$ cat src/rtl/bb3_pkg.sv
package bb3_pkg;

	// Configuration registers are 12 bits wide whatever the frame limits are.
	localparam int CFG_BITS = 12;
	localparam int ROW_BITS = 12;
	localparam logic [ROW_BITS-1:0] ROW_SAT = 12'hFFF;

	localparam logic [CFG_BITS-1:0] WIDTH_RESET  = 12'd1280;
	localparam logic [CFG_BITS-1:0] HEIGHT_RESET = 12'd720;

	// Half of the kernel weight sum, so that the division by 36 rounds half up.
	localparam int ROUND_BIAS = 18;

	typedef enum logic [0:0] {
		REG_FRAME_WIDTH  = 1'b0,
		REG_FRAME_HEIGHT = 1'b1
	} cfg_reg_t;

	typedef struct packed {
		logic valid;
		logic emit;
		logic last;
		logic interior;
	} step_ctl_t;

	function automatic logic [ROW_BITS-1:0] row_inc(input logic [ROW_BITS-1:0] row);
		row_inc = (row == ROW_SAT) ? row : row + ROW_BITS'(1);
	endfunction

endpackage

$ cat src/rtl/bb3_filter.sv
module bb3_filter #(
	parameter int CB = 16
) (
	input  logic               clk,
	input  logic               arst_n,
	input  logic               adv,
	input  bb3_pkg::step_ctl_t ctl,
	input  logic [3*CB-1:0]    col_top,
	input  logic [3*CB-1:0]    col_mid,
	input  logic [3*CB-1:0]    col_bot,
	output logic               res_valid,
	output logic [3*CB-1:0]    res_pix,
	output logic               res_last
);

	localparam int PW = 3 * CB;
	localparam int SW = CB + 6;
	localparam int XW = SW - 2;
	localparam int SH = XW + 3;
	// Division by 9 as a multiplication; exact for every value below 2**XW.
	localparam logic [63:0] RECIP_64 = ((64'd1 << SH) + 64'd8) / 64'd9;
	localparam logic [XW-1:0] RECIP = RECIP_64[XW-1:0];

	logic [PW-1:0] win_q [3][3];
	logic          v_s2, v_s3, v_s4;
	logic          last_s2, last_s3, last_s4;
	logic          int_s2, int_s3, int_s4;
	logic [PW-1:0] center_s3, center_s4;

	always_ff @(posedge clk) begin
		if (adv && ctl.valid) begin
			for (int r = 0; r < 3; r++) begin
				win_q[r][0] <= win_q[r][1];
				win_q[r][1] <= win_q[r][2];
			end
			win_q[0][2] <= col_top;
			win_q[1][2] <= col_mid;
			win_q[2][2] <= col_bot;
		end
	end

	always_ff @(posedge clk or negedge arst_n) begin
		if (!arst_n) begin
			v_s2      <= 1'b0;
			v_s3      <= 1'b0;
			v_s4      <= 1'b0;
			res_valid <= 1'b0;
		end else if (adv) begin
			v_s2      <= ctl.valid && ctl.emit;
			v_s3      <= v_s2;
			v_s4      <= v_s3;
			res_valid <= v_s4;
		end
	end

	always_ff @(posedge clk) begin
		if (adv) begin
			last_s2   <= ctl.last;
			int_s2    <= ctl.interior;
			last_s3   <= last_s2;
			int_s3    <= int_s2;
			center_s3 <= win_q[1][1];
			last_s4   <= last_s3;
			int_s4    <= int_s3;
			center_s4 <= center_s3;
			res_last  <= last_s4;
		end
	end

	for (genvar ch = 0; ch < 3; ch++) begin : g_chan
		logic [SW-1:0]   tap [3][3];
		logic [SW-1:0]   top_s3, mid_s3, bot_s3;
		logic [SW-1:0]   sum_s4;
		logic [XW-1:0]   quarter;
		logic [2*XW-1:0] prod;

		always_comb begin
			for (int r = 0; r < 3; r++) begin
				for (int c = 0; c < 3; c++) begin
					tap[r][c] = SW'(win_q[r][c][ch*CB +: CB]);
				end
			end
		end

		always_ff @(posedge clk) begin
			if (adv) begin
				top_s3 <= tap[0][0] + (tap[0][1] << 2) + tap[0][2] + SW'(bb3_pkg::ROUND_BIAS);
				mid_s3 <= (tap[1][0] << 2) + (tap[1][1] << 4) + (tap[1][2] << 2);
				bot_s3 <= tap[2][0] + (tap[2][1] << 2) + tap[2][2];
				sum_s4 <= top_s3 + mid_s3 + bot_s3;
			end
		end

		// (sum + 18) / 36 as ((sum + 18) / 4) / 9.
		assign quarter = sum_s4[SW-1:2];
		assign prod    = quarter * RECIP;

		always_ff @(posedge clk) begin
			if (adv) begin
				res_pix[ch*CB +: CB] <= int_s4 ? prod[SH +: CB] : center_s4[ch*CB +: CB];
			end
		end
	end

endmodule

$ cat config.mk
export PLATFORM = sky130hd
export DESIGN_NAME = bb3_filter
export DESIGN_NICKNAME = d
export VERILOG_FILES = /design/src/rtl/bb3_pkg.sv /design/src/rtl/bb3_filter.sv
export SDC_FILE = /design/constraint.sdc
export NUM_CORES = 2
export LEC_CHECK = 0
export BUFFER_PORTS_ARGS = -buffer_cell sky130_fd_sc_hd__clkbuf_2
export CAP_MARGIN = 30
export CORE_UTILIZATION = 30
export DETAILED_ROUTE_END_ITERATION = 8
export PLACE_DENSITY_LB_ADDON = 0.3
export SLEW_MARGIN = 20
export SYNTH_ARGS = -nofsm -noshare
export SYNTH_HDL_FRONTEND = slang
export SYNTH_SLANG_ARGS = --single-unit
$ cat constraint.sdc
create_clock -name clk -period 6.4 [get_ports clk]
set_input_delay 0.64 -clock clk [delete_from_list [all_inputs] [get_ports clk]]
set_output_delay 0.64 -clock clk [all_outputs]
set_load 0.005 [all_outputs]
==> implementation parameters <==
Parameter                              Value

Outcome
  Run status    finished clean

Route
  Post-DR wirelength/cell    17.8 um
  Total wirelength of the detailed-routed design    approximately 120000 um
  Via density per instance    4.46
  Overall via count from detail_route    roughly 29000
  Residual DRC count    0
  Iteration count of the initial detailed-routing pass    5
  Number of DRC markers after the initial detailed-route iteration    around 1400
  Number of nets with antenna violations after detailed routing    0

Floorplan
  Floorplan row count    around 150
  Die area    ~0.18 sq mm
  Number of top-level design ports    201
  Starting utilization of the core area    0.303
  Standard cell core area    between 0.15 and 0.2 sq mm
  Chip height    between 400 and 500 um
  Die span in x    approximately 420 um

CTS
  Sink Count    ~800
  Clk_lat worst skew    between 0.6 and 0.7 ns
  Clock Pin Slew Worst Setup and Hold Paths    0.06 ns
  Number of buffers created by CTS    86
  CTS tree    yes
  H-tree depth    3
  Buffer levels on the longest clock path    3
  Clock tree root buffer cell    clkbuf_16

STA
  Final period util    0.960
  Post-Route Skew    0.0214 ns
  Final Hold Violating Endpoints    0
  Final setup violation count    0
  Headroom to the max-slew limit    0.387
  Actual slew at the worst max-slew pin    0.920 ns
  Pins Over Slew Limit    0
  Max Fclk    0.163 GHz
  Smallest setup slack after layout    approximately 0.25 ns
  Final worst path period need    approximately 6.1 ns

Placement
  Post-Place Setup Slack    0.0742 ns
  Weighted congestion reported at the end of routability-driven placement    just under 0.9
  Count of port buffers added during placement    200
  HPWL after detailed placement    about 94000 um

GRT
  First-pass GRT wire length    about 180000 um
  Total Routing Usage GR    0.131
  Vias in the first global route    30800
  Initial antenna violation count    18
  Largest net degree at the start of global routing    136
  Congestion Overflow GR    0

Setup path
  R2r startpoint    g_chan[0].sum_s4[5]
  Setup crit start kind    flop
  Reg-to-reg critical path endpoint    res_pix[15]
  Register-to-register setup slack    ~0.25 ns
  Peak fanout along the critical path    4
  Critical Path AT    ~6.7 ns
  Endpoint class of the critical path    flop
  Register-to-Register Path Depth    19
  Required time of the critical path    ~6.9 ns
  Kind of critical path    flop to flop

Job
  Number of violations of the max-capacitance limit    0

Synthesis
  Count of cell types in the netlist    71
  Number of flip-flops and latches in the synthesized netlist    818
  Post-synth EDFFs    about 810
  Library cell occupying the most area in the post-synthesis netlist    edfxtp_1
  Post-Synthesis Mean Instance Area    between 10 and 15 sq um
  Post-synth design cell area    ~0.053 sq mm
  Largest cells by area after synthesis    edfxtp_1 (46%), fa_1 (17%), ha_1 (16%)
  Predominant post-synthesis flop cell    edfxtp_1
  Post-synth net total    approximately 5100
  Synth top area share    0.463
  Seq/Total Area, Yosys    0.465
  Gate Count Post-Synth    about 3800
  Number of synthesis warnings    0
  Fraction of registers with async set/reset    0.00489

Worst hold path
  Launch instance of the worst min-delay path    col_bot[16]
  Path type of the worst min-delay path    input port to flop
  Worst Hold Path Cells    1
  Worst Hold Path EP    win_q[0][304]

Finish
  Final Core Density    0.345
  Area growth from synthesis to layout    13.8%
  Post-layout net count    about 5400
  Layout cell share with drive strength beyond 1    0.108
## area by class of cell
class / instances / area, sq um
Sequential cell: 818 / 24500
Clock buffer: 98 / 2260
Timing Repair Buffer: 236 / 1350
Inverter: 550 / 2060
Fill cell: 17000 / 114000
Antenna cell: 2 / 5.00
Tap cell: 2325 / 2910
Clock inverter: 61 / 704
Multi-Input combinational cell: 2416 / 26200
## logic make-up (layout without fill, tap and decap cells)
| kind of cell | count (synthesis) | count (layout) | synth area share |
|---|---|---|---|
| flops | 818 | 818 | 0.465 |
| xor+xnor | 242 | 242 | 0.0402 |
| buf+inv | 560 | 945 | 0.0399 |
| other cells | 0 | 2 | 0 |
| simple gates | 439 | 439 | 0.0413 |
| compound gates | 548 | 548 | 0.0681 |
| mux | 41 | 41 | 0.00873 |
| fa+ha+maj | 1146 | 1146 | 0.337 |
## placed cells by master (no fill, tap or decap), drive strengths merged, types with 18 or more instances in the layout
| master | instances |
|---|---|
| a211oi | 26 |
| a21o | 82 |
| a21oi | 186 |
| a31oi | 20 |
| and2 | 18 |
| and3 | 27 |
| buf | 36 |
| clkbuf | 297 |
| clkinv | 36 |
| edfxtp | 814 |
| fa | 455 |
| ha | 691 |
| inv | 556 |
| mux2 | 40 |
| nand2 | 106 |
| nand3 | 57 |
| nand4 | 18 |
| nor2 | 89 |
| nor2b | 19 |
| nor3 | 38 |
| o21ai | 72 |
| o21bai | 41 |
| or3 | 31 |
| xnor2 | 181 |
| xor2 | 61 |
## worst max path at each step
stage                                   start          end  slack, ns  cells after the start
after floorplan                           adv  win_q[0][0]       0.01                      1
after global placement    g_chan[0].sum_s4[6]  res_pix[13]       0.15                     19
after detailed placement  g_chan[0].sum_s4[6]  res_pix[14]       0.07                     20
after CTS                 g_chan[0].sum_s4[5]  res_pix[13]       0.04                     22
after global routing      g_chan[0].sum_s4[7]  res_pix[15]      -0.01                     20
final                     g_chan[0].sum_s4[5]  res_pix[15]       0.25                     19
## registers in the layout, indices dropped and copies added (netlist names), 48 cells and up
name and count:
win_q 432, g_chan.mid_s3 57, center_s3 48, res_pix 48
g_chan.top_s3 57, g_chan.sum_s4 60, g_chan.bot_s3 57, center_s4 48
## synth_stat cells (all sizes together) (4+ instances only)
cell and count:
a211o 8, nand4 18, ha 691, xnor2 181
o2111ai 4, a211oi 26, nor2b 19, nor2 89
a221oi 9, o41ai 5, inv 550, clkbuf 10
mux2 40, a2111oi 11, a41oi 9, a21o 82
or3 31, fa 455, nand2 106, o21a 17
a31o 8, o21bai 41, nand3 57, xor2 61
o211ai 7, o21ai 72, and2 18, o31ai 14
a21oi 186, edfxtp 814, or2 7, dfrtp 4
and3 27, a31oi 20, nor3 38, nand2b 13
## critical path: stages, from the launching register on
cell and delay, ns:
edfxtp_1 0.39, buf_4 0.17, fa_2 0.62, ha_1 0.29
fa_1 0.50, fa_1 0.51, fa_1 0.55, inv_1 0.05
fa_1 0.52, inv_1 0.04, ha_1 0.32, a21oi_1 0.18
o21ai_0 0.11, a32oi_1 0.26, a31oi_2 0.14, o2111ai_2 0.27
a21oi_2 0.11, o311a_1 0.35, or4_1 0.52, nand3_1 0.08
## stage by stage
step	setup TNS, ns	cells	hold WS [ns]	cell area (sq um)
2_1_floorplan	0	3794	0.344	52700
3_3_place_gp	0	6333	0.401	56900
3_5_place_dp	0	6333	0.405	56900
4_1_cts	0	6493	0.0616	59800
5_1_grt	-0.00969	6506	0.0874	60000
6_report	0	6506	0.139	60000
## layer usage
| metal | vias to the layer above | share of wire | track usage |
|---|---|---|---|
| met2 | 418 | 0.47 | 0.214 |
| met4 | 20 | 0.020 | 0.0359 |
| met5 | - | 0.00099 | 0 |
| met3 | 149 | 0.036 | 0.0187 |
| met1 | 14300 | 0.48 | 0.182 |
| li1 | 14100 | - | - |
## what timing repair did
item	in CTS	in global routing
hold buffers	1	0
gates resized for setup	0	19
setup buffers	0	10
hold endpoints to repair	4	0
endpoints found under the setup margin	0	20
Power is not shown: default switching activity piles up to over one toggle a cycle in this logic, so the estimate is an artifact.
