`src/rtl/bb3_pkg.sv`:
```
package bb3_pkg;

	// Configuration registers are 12 bits wide whatever the frame limits are.
	localparam int CFG_BITS = 12;
	localparam int ROW_BITS = 12;
	localparam logic [ROW_BITS-1:0] ROW_SAT = 12'hFFF;

	localparam logic [CFG_BITS-1:0] WIDTH_RESET  = 12'd1280;
	localparam logic [CFG_BITS-1:0] HEIGHT_RESET = 12'd720;

	// Half of the kernel weight sum, so that the division by 36 rounds half up.
	localparam int ROUND_BIAS = 18;

	typedef enum logic [0:0] {
		REG_FRAME_WIDTH  = 1'b0,
		REG_FRAME_HEIGHT = 1'b1
	} cfg_reg_t;

	typedef struct packed {
		logic valid;
		logic emit;
		logic last;
		logic interior;
	} step_ctl_t;

	function automatic logic [ROW_BITS-1:0] row_inc(input logic [ROW_BITS-1:0] row);
		row_inc = (row == ROW_SAT) ? row : row + ROW_BITS'(1);
	endfunction

endpackage

```
`src/rtl/bb3_ctrl.sv`:
```
module bb3_ctrl #(
	parameter int MAX_WIDTH  = 2048,
	parameter int MAX_HEIGHT = 2048
) (
	input  logic                             clk,
	input  logic                             arst_n,
	input  logic                             cfg_wr_en,
	input  bb3_pkg::cfg_reg_t                cfg_index,
	input  logic [bb3_pkg::CFG_BITS-1:0]     cfg_data,
	input  logic                             adv,
	input  logic                             acc,
	output logic [$clog2(MAX_WIDTH)-1:0]     rd_addr,
	output logic [$clog2(MAX_WIDTH)-1:0]     col_s1,
	output bb3_pkg::step_ctl_t               ctl_s1
);

	localparam int AW = $clog2(MAX_WIDTH);
	localparam int WB = $clog2(MAX_WIDTH + 1);
	localparam int HB = $clog2(MAX_HEIGHT + 1);
	localparam int TB = $clog2(MAX_WIDTH * MAX_HEIGHT + 1);
	localparam int RB = bb3_pkg::ROW_BITS;

	localparam int W_RST_I = (int'(bb3_pkg::WIDTH_RESET) > MAX_WIDTH) ?
		MAX_WIDTH : int'(bb3_pkg::WIDTH_RESET);
	localparam int H_RST_I = (int'(bb3_pkg::HEIGHT_RESET) > MAX_HEIGHT) ?
		MAX_HEIGHT : int'(bb3_pkg::HEIGHT_RESET);
	localparam logic [WB-1:0] W_RST = WB'(W_RST_I);
	localparam logic [HB-1:0] H_RST = HB'(H_RST_I);
	localparam logic [TB-1:0] T_RST = TB'(W_RST_I * H_RST_I);

	logic [WB-1:0] w_q;
	logic [HB-1:0] h_q;
	logic [TB-1:0] total_q;
	logic [WB-1:0] w_new;
	logic [HB-1:0] h_new;

	logic [AW-1:0] col_q;
	logic [RB-1:0] row_q;
	logic [TB-1:0] emitted_q;

	logic [AW-1:0] col_a;
	logic [RB-1:0] row_a;
	logic          emit_a;
	logic          last_a;
	logic [31:0]   col_inc;
	logic          wrap_post;
	logic [AW-1:0] col_n;
	logic [RB-1:0] row_n;
	logic [TB-1:0] emitted_n;

	logic          v_s1;
	logic          emit_s1;
	logic          last_s1;
	logic [RB-1:0] row_s1;
	logic [31:0]   cx;
	logic [31:0]   cy;
	logic          interior;

	// Dimensions are kept clamped, and the pixel count is formed at the write.
	always_comb begin
		if (cfg_data == '0) begin
			w_new = WB'(1);
			h_new = HB'(1);
		end else begin
			w_new = (32'(cfg_data) > 32'(MAX_WIDTH)) ? WB'(MAX_WIDTH) : WB'(cfg_data);
			h_new = (32'(cfg_data) > 32'(MAX_HEIGHT)) ? HB'(MAX_HEIGHT) : HB'(cfg_data);
		end
	end

	always_ff @(posedge clk or negedge arst_n) begin
		if (!arst_n) begin
			w_q     <= W_RST;
			h_q     <= H_RST;
			total_q <= T_RST;
		end else if (cfg_wr_en) begin
			case (cfg_index)
				bb3_pkg::REG_FRAME_WIDTH: begin
					w_q     <= w_new;
					total_q <= TB'(w_new) * TB'(h_q);
				end
				bb3_pkg::REG_FRAME_HEIGHT: begin
					h_q     <= h_new;
					total_q <= TB'(w_q) * TB'(h_new);
				end
				default: begin
					w_q <= w_q;
				end
			endcase
		end
	end

	// Raster position of the request being taken. A column left at or past a
	// width lowered mid-frame starts a new row first.
	always_comb begin
		if (32'(col_q) >= 32'(w_q)) begin
			col_a = '0;
			row_a = bb3_pkg::row_inc(row_q);
		end else begin
			col_a = col_q;
			row_a = row_q;
		end
		emit_a    = (row_a >= RB'(2)) || ((row_a == RB'(1)) && (col_a != '0));
		last_a    = emit_a && ((32'(emitted_q) + 32'd1) >= 32'(total_q));
		col_inc   = 32'(col_a) + 32'd1;
		wrap_post = col_inc >= 32'(w_q);
		if (last_a) begin
			col_n     = '0;
			row_n     = '0;
			emitted_n = '0;
		end else begin
			col_n     = wrap_post ? '0 : AW'(col_inc);
			row_n     = wrap_post ? bb3_pkg::row_inc(row_a) : row_a;
			emitted_n = emit_a ? emitted_q + TB'(1) : emitted_q;
		end
	end

	assign rd_addr = col_a;

	always_ff @(posedge clk or negedge arst_n) begin
		if (!arst_n) begin
			col_q     <= '0;
			row_q     <= '0;
			emitted_q <= '0;
			v_s1      <= 1'b0;
		end else begin
			if (acc) begin
				col_q     <= col_n;
				row_q     <= row_n;
				emitted_q <= emitted_n;
			end
			if (adv) begin
				v_s1 <= acc;
			end
		end
	end

	always_ff @(posedge clk) begin
		if (adv) begin
			col_s1  <= col_a;
			row_s1  <= row_a;
			emit_s1 <= emit_a;
			last_s1 <= last_a;
		end
	end

	// The pixel leaving the window centre lies one column back, or at the end
	// of the row before when the new request opens a row.
	always_comb begin
		if (col_s1 == '0) begin
			cx = 32'(w_q) - 32'd1;
			cy = 32'(row_s1) - 32'd2;
		end else begin
			cx = 32'(col_s1) - 32'd1;
			cy = 32'(row_s1) - 32'd1;
		end
		interior = (cx >= 32'd2) && ((cx + 32'd3) <= 32'(w_q)) &&
			(cy >= 32'd2) && ((cy + 32'd3) <= 32'(h_q));
	end

	assign ctl_s1 = '{valid: v_s1, emit: emit_s1, last: last_s1, interior: interior};

endmodule

```
`config.mk`:
```
export PLATFORM = sky130hd
export DESIGN_NAME = bb3_ctrl
export DESIGN_NICKNAME = d
export VERILOG_FILES = /design/src/rtl/bb3_pkg.sv /design/src/rtl/bb3_ctrl.sv
export SDC_FILE = /design/constraint.sdc
export NUM_CORES = 1
export LEC_CHECK = 0
export BUFFER_PORTS_ARGS = -buffer_cell sky130_fd_sc_hd__buf_2
export CORE_UTILIZATION = 40
export DETAILED_ROUTE_END_ITERATION = 16
export GPL_TIMING_DRIVEN = 0
export MAX_ROUTING_LAYER = met4
export PLACE_DENSITY = 0.61
export SYNTH_ARGS = -nofsm -noshare
export SYNTH_HDL_FRONTEND = slang
export SYNTH_SLANG_ARGS = --single-unit
```
`constraint.sdc`:
```
create_clock -name clk -period 6.28 [get_ports clk]
set_clock_uncertainty 0.1 [all_clocks]
set_input_delay 1.884 -clock clk [delete_from_list [all_inputs] [get_ports clk]]
set_output_delay 1.884 -clock clk [all_outputs]
set_load 0.005 [all_outputs]
```
==> results of run 1 <==
Yosys cell counts, drive strengths merged, types with 11 or more instances:
| cell | number |
|---|---|
| edfxtp | 25 |
| nand2 | 314 |
| nor3 | 37 |
| and4 | 11 |
| o21a | 15 |
| nor4 | 21 |
| mux2i | 16 |
| fa | 198 |
| xor2 | 41 |
| nand3 | 32 |
| nand4 | 28 |
| and2 | 93 |
| nor2 | 78 |
| or4 | 11 |
| clkbuf | 79 |
| buf | 21 |
| or3 | 17 |
| dfrtp | 84 |
| o22ai | 11 |
| o21ai | 81 |
| xnor2 | 80 |
| a21oi | 59 |
| nand2b | 12 |
| mux2 | 26 |
| ha | 212 |
| o211ai | 14 |
| nor2b | 29 |
| a31oi | 12 |
| o31ai | 13 |
| a21o | 20 |
| inv | 370 |
| and3 | 16 |
state kept, by name (all words and copies together), names as in the netlist:
signal,cells
w_q,12
emitted_q,23
h_q,12
row_q,12
row_s1,12
col_s1,11
v_s1,1
col_q,11
emit_s1,1
total_q,23
last_s1,1
where the power goes:
group	switching [mW]	leakage (nW)	internal, mW	total [mW]
registers	0.170	1.43	0.973	1.14
clock network	0.412	0.311	0.708	1.12
logic	2.32	9.19	1.73	4.05
total	2.90	10.9	3.41	6.31
metal layers:
metal	GRT usage	up-vias
met4	0.08850	0
met5	-	-
li1	-	7381
met3	0.02879	119
met1	0.3464	7898
met2	0.4129	588
per-stage QoR:
| stage | worst slack [ns] | util | hold slack (ns) |
|---|---|---|---|
| after global placement | -1.831 | 0.4391 | 0.3900 |
| after detailed placement | -1.812 | 0.4397 | 0.3989 |
| after CTS | -0.8166 | 0.4867 | 0.4118 |
| after floorplan | -0.7286 | - | 0.3799 |
| after global routing | -1.072 | 0.4999 | 0.4408 |
| final | -0.9396 | 0.4999 | 0.4151 |
worst min-delay path: stages (launching register included):
cell     delay [ns]
dfstp_2        0.36
inv_1          0.07
o21ai_1        0.08
worst max path at each step:
stage	startpoint	end	slack [ns]	cells after the start
floorplan	cfg_data[11]	total_q[22]	-0.73	23
global route	cfg_data[11]	total_q[18]	-1.07	26
finish	cfg_data[11]	total_q[18]	-0.94	26
global placement	cfg_data[11]	total_q[21]	-1.83	22
detailed placement	cfg_data[11]	total_q[20]	-1.81	21
CTS	cfg_data[11]	total_q[20]	-0.82	25
timing repair:
action                                  4_1_cts  5_1_grt
cloned                                        1        0
buffers inserted                             88       29
pin swaps                                    61       69
hold buffers                                  0        0
gates resized for setup                     169      104
endpoints found under the setup margin       70       60
cells by family after synthesis:
group           count (synthesis)  synth area share
fa+ha+maj                     410            0.3571
xor+xnor                      121           0.05719
flops                         119            0.1681
buf+inv                       470           0.09669
compound gates                277           0.09885
mux                            42           0.02444
simple gates                  723            0.1976
area by class of cell:
cell class / count / area, sq um / area share
inverters: 370 / 1389 / 0.06095
multi-input cells: 1573 / 14800 / 0.6497
plain buffers: 92 / 817.0 / 0.03586
well taps: 600 / 750.7 / 0.03295
repair buffers: 160 / 1252 / 0.05497
flip-flops and latches: 119 / 3120 / 0.1370
clock buffers: 18 / 429.2 / 0.01883
clock inverters: 14 / 222.7 / 0.009774
==> flow_metrics.tcl, run 1 <==
set metrics [dict create \
    hp-start "total_q[17]" \
    worstReg2RegStart "w_q[4]" \
    first_global_vias 16160 \
    die_area_sq_um 47190 \
    crit_buf_inv 9 \
    syn_inst 2162 \
    met2_length_um 27190 \
    cp_max_fo 7 \
    synth_top_area_cell "fa_1" \
    n_antenna_cell 0 \
    die_w_um 217.2 \
    syn_area_sq_um 18530 \
    ys_seq_area_frac 0.1681 \
    fp.dieH_um 217.2 \
    portBuffers 43 \
    dp_hpwl_um 44760 \
    grt_setup_unrepaired "true" \
    drc_errors 0 \
    antenna_found_initial 0 \
    maxSlewHeadroom 0.3684 \
    syn-num-nets 2590 \
    async_reset_ff_frac 0.7899 \
    syn_avg_cell_area_sq_um 8.571 \
    numCtsBuffers 17 \
    end_kind "register" \
    p_per_area_nw_per_um2 277.0 \
    ys_warn_count 0 \
    status "finished with violations" \
    cts_tree "yes" \
    final_cell_area_sq_um 22790 \
    cts_root_buf "clkbuf_16" \
    p_leak_nw 10.93 \
    ys_ff_latch 119 \
    min_to "total_q[17]" \
    hold_viol_final 0 \
    cpMostUsedCell "fa_1" \
    h-tree-depth 4 \
    coreArea_sq_um 45580 \
    num-nets-final 2761 \
    max_stage_delay_ns 0.56 \
    setup_ws_ns -0.9396 \
    setup_tns_ns -9.471 \
    wirelength_um 58510 \
    final_cell_mix "inv_1 (340), nand2_1 (299), ha_1 (188), fa_1 (183), buf_4 (113)" \
    crit_path_start_kind "primary input" \
    synth_top_cells_by_area "fa_1 (21%), ha_1 (14%), dfrtp_1 (11%)" \
    initial_core_util 0.4066 \
    stdcell_count 2946 \
    dominantRegCellSynth "dfrtp_1" \
    max-cap-violations 0 \
    dr.max_layer_used "met4" \
    path_class "primary input to register" \
    wl_met1_um 25620 \
    grt_max_degree 67 \
    power_mw 6.312 \
    tightest_slew_ns 0.9473 \
    setup_violations 14 \
    drv_slew 0 \
    crit_family "adder cells" \
    drtPass1Iterations 5 \
    hp-class "register to register" \
    drt_iter0_drc 1339 \
    rows 78 \
    numClockSinks 119 \
    rr_endpoint "total_q[21]" \
    cp_slowest_cell "fa_1" \
    drive_gt1_frac 0.2140 \
    crit_required_ns 6.56 \
    clk_pin_slew_ns 0.06 \
    io_pins 44 \
    vias 15990 \
    netlist.area_leader.share 0.2139 \
    area_delta_synth_final_pct 22.96 \
    ant_nets 0 \
    fin_crit_sh 1.150 \
    final_common_cell "inv_1" \
    gp_congestion 0.9860 \
    irDropWorstVdd_uv 178.3 \
    r2r_cells 20 \
    wl_met3_um 3748 \
    fmax_ghz 0.1385 \
    min_path_cells 2 \
    synth_edf_count 25 \
    crit_arrival_ns 7.50 \
    grt-ovfl-total 0 \
    rrSetupSlack_ns -0.10 \
    place_area_sq_um 20040 \
    grt_use_total 0.2607 \
    cts_buffer_depth 2 \
    post-route-min-period_ns 7.220 \
    viasPerCell 5.426 \
    wl_per_cell_um 19.86 \
    violations "negative setup slack" \
    grt_pass1_wl_um 92050 \
    synth_cell_types 82 \
    fill_cells 4190 \
    clk_latency_ns 0.44 \
    dp_cells 2806 \
]
No activity file was read; power rests on OpenSTA's default activity.
==> run 2: changes to the inputs <==
--- a/config.mk
+++ b/config.mk
@@ -6,6 +6,7 @@
 export NUM_CORES = 1
 export LEC_CHECK = 0
 export BUFFER_PORTS_ARGS = -buffer_cell sky130_fd_sc_hd__buf_2
+export CORE_ASPECT_RATIO = 0.75
 export CORE_UTILIZATION = 40
 export DETAILED_ROUTE_END_ITERATION = 16
 export GPL_TIMING_DRIVEN = 0
==> flow_metrics.tcl, run 2 (synthesis gave the netlist of run 1 again) <==
set metrics [dict create \
    status "finished with violations" \
    violations "negative setup slack" \
    cts_tree "yes" \
    grt-ovfl-total 0 \
    wl_per_cell_um 21.30 \
    post-route-min-period_ns 7.411 \
    viasPerCell 5.542 \
    numClockSinks 119 \
    dp_hpwl_um 47340 \
    crit_required_ns 4.30 \
    multi_input_area_sq_um 15160 \
    crit_family "simple AND/OR/NAND/NOR gates" \
    path_class "register to output port" \
    grt_max_degree 65 \
    num-nets-final 2798 \
    cts_root_buf "clkbuf_16" \
    hold_viol_final 0 \
    min_path_cells 1 \
    final_cell_mix "inv_1 (333), nand2_1 (290), ha_1 (180), fa_1 (175), buf_4 (130)" \
    max_stage_delay_ns 0.59 \
    fin_crit_sh 1.180 \
    crit_arrival_ns 5.43 \
    grt_use_total 0.2796 \
    hp-class "register to register" \
    drive_gt1_frac 0.2448 \
    rows 67 \
    rr_endpoint "total_q[22]" \
    stdcell_count 2970 \
    maxSlewHeadroom 0.4065 \
    die_w_um 250.5 \
    timing.hold.ws_ns 0.4107 \
    dr.max_layer_used "met4" \
    vias 16460 \
    max-cap-violations 0 \
    hp-start "v_s1" \
    seq_area_sq_um 3123 \
    antenna_found_initial 2 \
    final_common_cell "inv_1" \
    drv_slew 0 \
    tightest_slew_ns 0.8809 \
    holdBufCountCts 0 \
    io_pins 44 \
    initial_core_util 0.4101 \
    worstReg2RegStart "w_q[4]" \
    min_to "v_s1" \
    met2_length_um 26460 \
    fp.dieH_um 188.4 \
    coreArea_sq_um 45180 \
    drt_iter0_drc 1488 \
    pre_cts_slack_ns -2.104 \
    cts_buffer_depth 2 \
    ant_nets 0 \
    clk_pin_slew_ns 0.06 \
    first_global_vias 16630 \
    grt_pass1_wl_um 97440 \
    cpMostUsedCell "or4_4" \
    drtPass1Iterations 5 \
    crit_path_start_kind "register" \
    wl_met1_um 29190 \
    crit_path_cell_trace "or4_4, buf_4, o31ai_4, a211oi_2, xnor2_2, or4_4, a21oi_4, nand3b_1, nor3_4, buf_6, nand2_4, ha_4, or4_4, nor4_4, o21ai_1, nand4b_1, a221oi_4, buf_4, buf_6" \
    setup_violations 15 \
    r2r_cells 22 \
    gp_congestion 0.9568 \
    cp_max_fo 4 \
    dp_cells 2793 \
    grt_setup_unrepaired "true" \
    p_per_area_nw_per_um2 273.8 \
    end_kind "output port" \
    irDropWorstVdd_uv 182.6 \
    rrSetupSlack_ns -0.03 \
    wirelength_um 63270 \
    cp_slowest_cell "or4_4" \
    portBuffers 43 \
    setup_ws_ns -1.131 \
    largestRegisters "emitted_q x23, total_q x23" \
    clk_latency_ns 0.45 \
    area_delta_synth_final_pct 26.35 \
    h-tree-depth 4 \
    die_area_sq_um 47200 \
    drc_errors 0 \
    crit_buf_inv 4 \
    wl_met3_um 6475 \
    fill_cells 4148 \
    numCtsBuffers 17 \
    p_leak_nw 11.20 \
    fmax_ghz 0.1349 \
]
[run 2: changes by cell type in the layout (fill, tap and decap cells not counted), moves of 6 or more]
cell	before	now
buf_4	113	130
ha_1	188	180
buf_6	16	34
inv_1	340	333
fa_2	15	23
nand2_4	3	11
fa_1	183	175
nand2_1	299	290
inv_2	30	36
[run 2: timing repair]
action	4_1_cts	5_1_grt
resized for setup	232	136
pin swaps	126	119
hold endpoints to repair	0	0
setup endpoints to repair	68	35
cloned	1	0
setup buffers	95	59
[run 2: how the worst max path moves through the flow]
| stage | from | end | slack [ns] | cells after the start |
|---|---|---|---|---|
| global placement | cfg_data[11] | total_q[22] | -2.07 | 22 |
| floorplan | cfg_data[11] | total_q[22] | -0.73 | 23 |
| global route | col_s1[9] | ctl_s1[0] | -1.30 | 20 |
| CTS | col_s1[3] | ctl_s1[0] | -1.23 | 18 |
| finish | col_s1[10] | ctl_s1[0] | -1.13 | 19 |
| detailed placement | cfg_data[11] | total_q[22] | -2.10 | 23 |
[run 2: final cells by class]
| type | count | area share |
|---|---|---|
| multi-input combinational | 1573 | 0.6474 |
| sequential | 119 | 0.1334 |
| timing repair buffer | 196 | 0.06937 |
| inverter | 370 | 0.05948 |
| buffer | 93 | 0.03484 |
| tap | 586 | 0.03132 |
| clock buffer | 22 | 0.02122 |
| clock inverter | 9 | 0.002726 |
| antenna | 2 | 0.0002138 |
[run 2: per-stage QoR]
step                area, sq um  total power, mW  utilization  setup TNS (ns)
floorplan                 19040            3.539            -          -5.219
global placement          19990            4.542       0.4425          -43.44
detailed placement        20040            4.600       0.4434          -43.61
CTS                       22430            6.015       0.4965          -9.577
global route              23410            6.873       0.5182          -13.38
finish                    23410            6.410       0.5182          -10.21
[run 2: per-layer routing]
metal,global-route usage,vias up
met5,-,-
met4,0.06772,0
met3,0.06410,81
met2,0.3888,687
met1,0.4062,8224
li1,-,7469
[run 2: where the power goes]
part           internal (mW)  leakage (nW)  switching, mW
sequential             0.974          1.43          0.187
combinational           1.83          9.49           2.47
clock                  0.560         0.274          0.390
